[src/sv/ssmo_pkg.sv]
// shared types, codes and rounding helpers for the state space model observer
package ssmo_pkg;

  localparam int IDX_W   = 4;
  localparam int COEF_W  = 18;
  localparam int DATA_W  = 32;
  localparam int PROD_W  = COEF_W + DATA_W;
  localparam int ACC_W   = 56;

  localparam logic [2:0] CMD_LOAD_COEF  = 3'd0;
  localparam logic [2:0] CMD_LOAD_INPUT = 3'd1;
  localparam logic [2:0] CMD_SET_PLANT  = 3'd2;
  localparam logic [2:0] CMD_SET_OBS    = 3'd3;
  localparam logic [2:0] CMD_PLANT_STEP = 3'd4;
  localparam logic [2:0] CMD_OBS_STEP   = 3'd5;
  localparam logic [2:0] CMD_READ       = 3'd6;
  localparam logic [2:0] CMD_PREPARE    = 3'd7;

  localparam logic [1:0] BANK_A = 2'd0;
  localparam logic [1:0] BANK_B = 2'd1;
  localparam logic [1:0] BANK_C = 2'd2;
  localparam logic [1:0] BANK_L = 2'd3;

  localparam logic [1:0] KIND_PLANT = 2'd0;
  localparam logic [1:0] KIND_OBS   = 2'd1;
  localparam logic [1:0] KIND_OUT   = 2'd2;
  localparam logic [1:0] KIND_PREV  = 2'd3;

  typedef enum logic [2:0] {
    CS_A, CS_B, CS_C, CS_F, CS_L
  } coef_sel_t;

  typedef struct packed {
    logic             mul_en;
    coef_sel_t        csel;
    logic [IDX_W-1:0] j;
    logic             add_en;
    logic             prep_wr;
    logic [IDX_W-1:0] jd;
    logic             clr;
    logic             commit_y;
    logic             commit_x;
    logic             commit_xh;
    logic             rot_x;
    logic             rot_xh;
  } cell_ctl_t;

  typedef struct packed {
    logic                     a;
    logic                     b;
    logic                     c;
    logic                     l;
    logic                     x;
    logic                     xh;
    logic [IDX_W-1:0]         col;
    logic signed [COEF_W-1:0] cval;
    logic signed [DATA_W-1:0] dval;
  } cell_wr_t;

  // round Q25.30 to Q15.16 and saturate
  function automatic logic signed [DATA_W-1:0] sat_data(input logic signed [ACC_W-1:0] a);
    logic signed [ACC_W-1:0] r;
    r = (a + ACC_W'(8192)) >>> 14;
    if (r > ACC_W'(64'sd2147483647)) return 32'sh7fffffff;
    else if (r < -ACC_W'(64'sd2147483648)) return 32'sh80000000;
    else return r[DATA_W-1:0];
  endfunction

  function automatic logic signed [COEF_W-1:0] sat_coef(input logic signed [PROD_W:0] a);
    if (a > (PROD_W+1)'(131071)) return 18'sh1ffff;
    else if (a < -(PROD_W+1)'(131072)) return 18'sh20000;
    else return a[COEF_W-1:0];
  endfunction

endpackage

[src/sv/ssmo_cell.sv]
// one row cell: coefficient rows, state elements and a multiply-accumulate
module ssmo_cell #(
  parameter int NX = 4,
  parameter int NU = 2,
  parameter int AW = 2,
  parameter int BW = 1
) (
  input  logic                                  clk,
  input  logic                                  rst,
  input  ssmo_pkg::cell_ctl_t                   ctl,
  input  ssmo_pkg::cell_wr_t                    wr,
  input  logic signed [ssmo_pkg::DATA_W-1:0]    data,
  input  logic signed [ssmo_pkg::DATA_W-1:0]    xin,
  input  logic signed [ssmo_pkg::DATA_W-1:0]    xhin,
  output logic signed [ssmo_pkg::DATA_W-1:0]    x,
  output logic signed [ssmo_pkg::DATA_W-1:0]    xh,
  output logic signed [ssmo_pkg::DATA_W-1:0]    y,
  output logic signed [ssmo_pkg::DATA_W-1:0]    yp,
  output logic signed [ssmo_pkg::COEF_W-1:0]    c_rd
);

  logic signed [ssmo_pkg::COEF_W-1:0] a_row [NX];
  logic signed [ssmo_pkg::COEF_W-1:0] b_row [NU];
  logic signed [ssmo_pkg::COEF_W-1:0] c_row [NX];
  logic signed [ssmo_pkg::COEF_W-1:0] f_row [NX];
  logic signed [ssmo_pkg::COEF_W-1:0] l_coef;
  logic signed [ssmo_pkg::COEF_W-1:0] coef;
  logic signed [ssmo_pkg::PROD_W-1:0] prod;
  logic signed [ssmo_pkg::ACC_W-1:0]  acc;
  logic signed [ssmo_pkg::PROD_W-1:0] lc;
  logic signed [ssmo_pkg::PROD_W:0]   fdiff;

  always_comb begin
    case (ctl.csel)
      ssmo_pkg::CS_A: coef = a_row[ctl.j[AW-1:0]];
      ssmo_pkg::CS_B: coef = b_row[ctl.j[BW-1:0]];
      ssmo_pkg::CS_C: coef = c_row[ctl.j[AW-1:0]];
      ssmo_pkg::CS_F: coef = f_row[ctl.j[AW-1:0]];
      ssmo_pkg::CS_L: coef = l_coef;
      default:        coef = '0;
    endcase
  end

  assign c_rd  = c_row[ctl.j[AW-1:0]];
  // prepare: A - round(L*C0) back to Q3.14
  assign lc    = (prod + ssmo_pkg::PROD_W'(8192)) >>> 14;
  assign fdiff = (ssmo_pkg::PROD_W+1)'(a_row[ctl.jd[AW-1:0]])
               - (ssmo_pkg::PROD_W+1)'(lc);

  always_ff @(posedge clk) begin
    if (ctl.mul_en) prod <= coef * data;
  end

  always_ff @(posedge clk) begin
    if (rst) begin
      for (int k = 0; k < NX; k++) begin
        a_row[k] <= '0;
        c_row[k] <= '0;
        f_row[k] <= '0;
      end
      for (int k = 0; k < NU; k++) b_row[k] <= '0;
      l_coef <= '0;
      acc    <= '0;
      x      <= '0;
      xh     <= '0;
      y      <= '0;
      yp     <= '0;
    end else begin
      if (wr.a) a_row[wr.col[AW-1:0]] <= wr.cval;
      if (wr.b) b_row[wr.col[BW-1:0]] <= wr.cval;
      if (wr.c) c_row[wr.col[AW-1:0]] <= wr.cval;
      if (wr.l) l_coef <= wr.cval;
      if (ctl.prep_wr) f_row[ctl.jd[AW-1:0]] <= ssmo_pkg::sat_coef(fdiff);

      if (ctl.clr) acc <= '0;
      else if (ctl.add_en) acc <= acc + ssmo_pkg::ACC_W'(prod);

      if (ctl.commit_y) begin
        yp <= y;
        y  <= ssmo_pkg::sat_data(acc);
      end

      if (wr.x) x <= wr.dval;
      else if (ctl.commit_x) x <= ssmo_pkg::sat_data(acc);
      else if (ctl.rot_x) x <= xin;

      if (wr.xh) xh <= wr.dval;
      else if (ctl.commit_xh) xh <= ssmo_pkg::sat_data(acc);
      else if (ctl.rot_xh) xh <= xhin;
    end
  end

endmodule

[config.mk]
export PLATFORM = sky130hd
export DESIGN_NAME = ssmo_cell
export DESIGN_NICKNAME = d
export VERILOG_FILES = /design/src/sv/ssmo_pkg.sv /design/src/sv/ssmo_cell.sv
export SDC_FILE = /design/constraint.sdc
export NUM_CORES = 2
export LEC_CHECK = 0
export BUFFER_PORTS_ARGS = -buffer_cell sky130_fd_sc_hd__clkbuf_2
export CORE_ASPECT_RATIO = 1.1
export CORE_MARGIN = 2
export CORE_UTILIZATION = 51
export CTS_BUF_LIST = sky130_fd_sc_hd__clkbuf_8 sky130_fd_sc_hd__clkbuf_16
export DETAILED_ROUTE_END_ITERATION = 10
export PLACE_DENSITY_LB_ADDON = 0.3
export SYNTH_ARGS = -nofsm -noshare
export SYNTH_HDL_FRONTEND = slang
export SYNTH_SLANG_ARGS = --single-unit
[constraint.sdc]
create_clock -name clk -period 23.2 [get_ports clk]
set_clock_uncertainty 0.1 [all_clocks]
set_input_delay 3.48 -clock clk [delete_from_list [all_inputs] [get_ports clk]]
set_output_delay 3.48 -clock clk [all_outputs]
set_load 0.02 [all_outputs]
==> metrics.txt <==
slowest stage cell on the critical path buf_4; syn nets just over 6000; Wirelength per Cell 21.2 um; Pwr Total 8.25 mW; clk root buf clkbuf_16; register area share after synthesis 0.269; Worst path max stage delay 0.79 ns; IO Count 324; Slew Viols, Final 0; Sink Count 504; Final setup viols 0; Sw Pwr 4.04 mW; CTS tree yes; Area Growth Syn to Fin 9.00%; Resize count post-CTS 0; detailed placer's ending HPWL 103000 um; Gate power share 0.714; Hold Crit Class flip-flop to flip-flop; layout cells sized above 1 0.115; Worst Tran Pin Value 1.24 ns; unrepaired setup endpoints after global routing no; crit end category flip-flop; Pint 4.22 mW; post-route setup slack ~10 ns; Worst-path clk slew 0.06 ns; Total Neg Setup Slack 0 ns; Net count, final 6211; DR DRC count 0; most frequent cells in the layout 731 x inv_1, 555 x fa_1, 450 x nand2_1; part of the power in registers 0.178; largest net degree at the start of global routing 70; Max FO, Critical Path 46; clk_lat worst skew 0.63 ns; vias in the first global route ~38000; pwr/cell area 155 nW/um2; Cells after Synth 5118; minimum clock period 12.71 ns; Overflow after GRT 0; reg2reg setup slack 14.33 ns; num rows 118; Chip Height 328 um; status completed; CTS Buf Count 54; Initial Utilization 0.516; RD Place Congestion 0.945; # hold bufs at CTS 0; WS Path Type primary input to flip-flop; unique cell type count in the Yosys netlist 88; final period utilization 0.548; Vias 37800; Routed Antenna Nets 0; drt first pass iters 6; Netlist Area Pre-Place 48700 um2; Yosys top cell area share 0.228; initial antenna violation count 3; most frequent CP cell fa_1; main area contributors after synthesis fa_1 23%, edfxtp_1 19%, dfxtp_1 8.3%, inv_1 5.5%, ha_1 5.5%; Warnings, synthesis 0; commonest non-fill, non-tap cell in the layout inv_1; setup bufs post-CTS 0; Port Buffers 317; Clock Tree Buf Depth 3; DRT Wirelength 139000 um; Avg Vias per Cell 5.76; Max-cap violations 0; switching share of power 0.489; ys async rst share 0; Placement Setup Slack 9.76 ns; post-synthesis average cell area 9.52 um2; Slew headroom 0.171; Worst setup SP type primary input; clock share of power 0.108; achievable frequency 78.7 MHz; DRT iter0 DRCs about 2800; worst endpoint data arrival time ~13 ns; first-pass GRT wire length 218000 um; Die Area 98100 um2; number of synthesized flops with an enable pin 302; Synth Register Bits 504; Yosys top cell by area fa_1; main flop type after synthesis edfxtp_1; Lkg Pwr 24.0 nW; Die Wd 299 um; Hold Violations, Final 0; H-tree depth 2; Antenna Cells 0; Global Route Usage Sum 0.284; Fillers 8377; WP data required 23.41 ns; Core Area 94500 um2; Max IR drop VDD 0.180 mV
-- worst max-delay path: cells and delay by family --
kind            cells  cell delay (ns)
simple gates        3             0.57
compound gates     10             2.25
buf+inv             7             1.92
fa+ha+maj           7             3.46
mux                 2             1.18
-- power by group through the flow --
stage               clock [mW]  combinational, mW  sequential (mW)
finish                   0.889               5.89             1.47
global route             0.935               6.62             1.48
CTS                      0.900               5.91             1.47
detailed placement           0               5.87             1.49
global placement             0               5.78             1.48
floorplan                    0               4.40             1.45
-- path summary, 6_finish.rpt --
path	from	to	cells after the start
worst max-delay path	ctl[12]	prod[49]	29
worst min-delay path	acc[5]	acc[5]	2
worst max register to register	f_row[2][8]	prod[49]	27
worst min register to register	acc[5]	acc[5]	2
-- state kept, by name (all words and copies together), names as in the netlist --
| name | cells |
|---|---|
| b_row | 36 |
| acc | 56 |
| x | 32 |
| c_row | 72 |
| prod | 50 |
| y | 32 |
| yp | 32 |
| a_row | 72 |
| l_coef | 18 |
| f_row | 72 |
| xh | 32 |
-- synthesized netlist by cell type, types with 74 or more instances --
cell type / n
fa_1: 555
ha_1: 214
mux4_2: 83
dfxtp_1: 202
mux2i_1: 97
o21ai_0: 121
and2_1: 277
clkbuf_1: 246
nor2b_1: 149
edfxtp_1: 302
nand2_1: 450
and3_1: 74
nor2_1: 334
inv_1: 720
xor2_1: 81
a21oi_1: 292
a21o_1: 94
nand3_1: 133
xnor2_1: 110
-- stage by stage --
step	hold WS (ns)	cell area, um2	util	instances
final	0.370	53100	0.562	6570
after global placement	0.360	51300	0.543	6468
after CTS	0.375	53100	0.562	6570
after floorplan	0.345	48700	-	5118
after detailed placement	0.368	51300	0.543	6468
after global routing	0.387	53100	0.562	6570
-- area by class of cell --
class	instances	area (um2)	area share
clock buffers	60	1450	0.0272
clock inverters	42	395	0.00744
inverters	721	2710	0.0509
multi-input cells	3617	31900	0.601
flip-flops and latches	504	13100	0.247
well taps	1260	1580	0.0297
repair buffers	366	1960	0.0369
-- metal layers --
| layer | routed length (um) | GRT usage |
|---|---|---|
| met1 | 54900 | 0.361 |
| met2 | 67600 | 0.482 |
| met3 | 10200 | 0.0438 |
| met4 | 6420 | 0.121 |
| met5 | 0 | 0 |
-- kinds of logic after synthesis --
family          Yosys count  share of synthesized area
compound gates          775                      0.101
xor+xnor                191                     0.0343
fa+ha+maj               769                      0.283
buf+inv                 997                     0.0778
flops                   504                      0.269
mux                     192                     0.0610
simple gates           1690                      0.174
(Power assumes the default switching activity.)
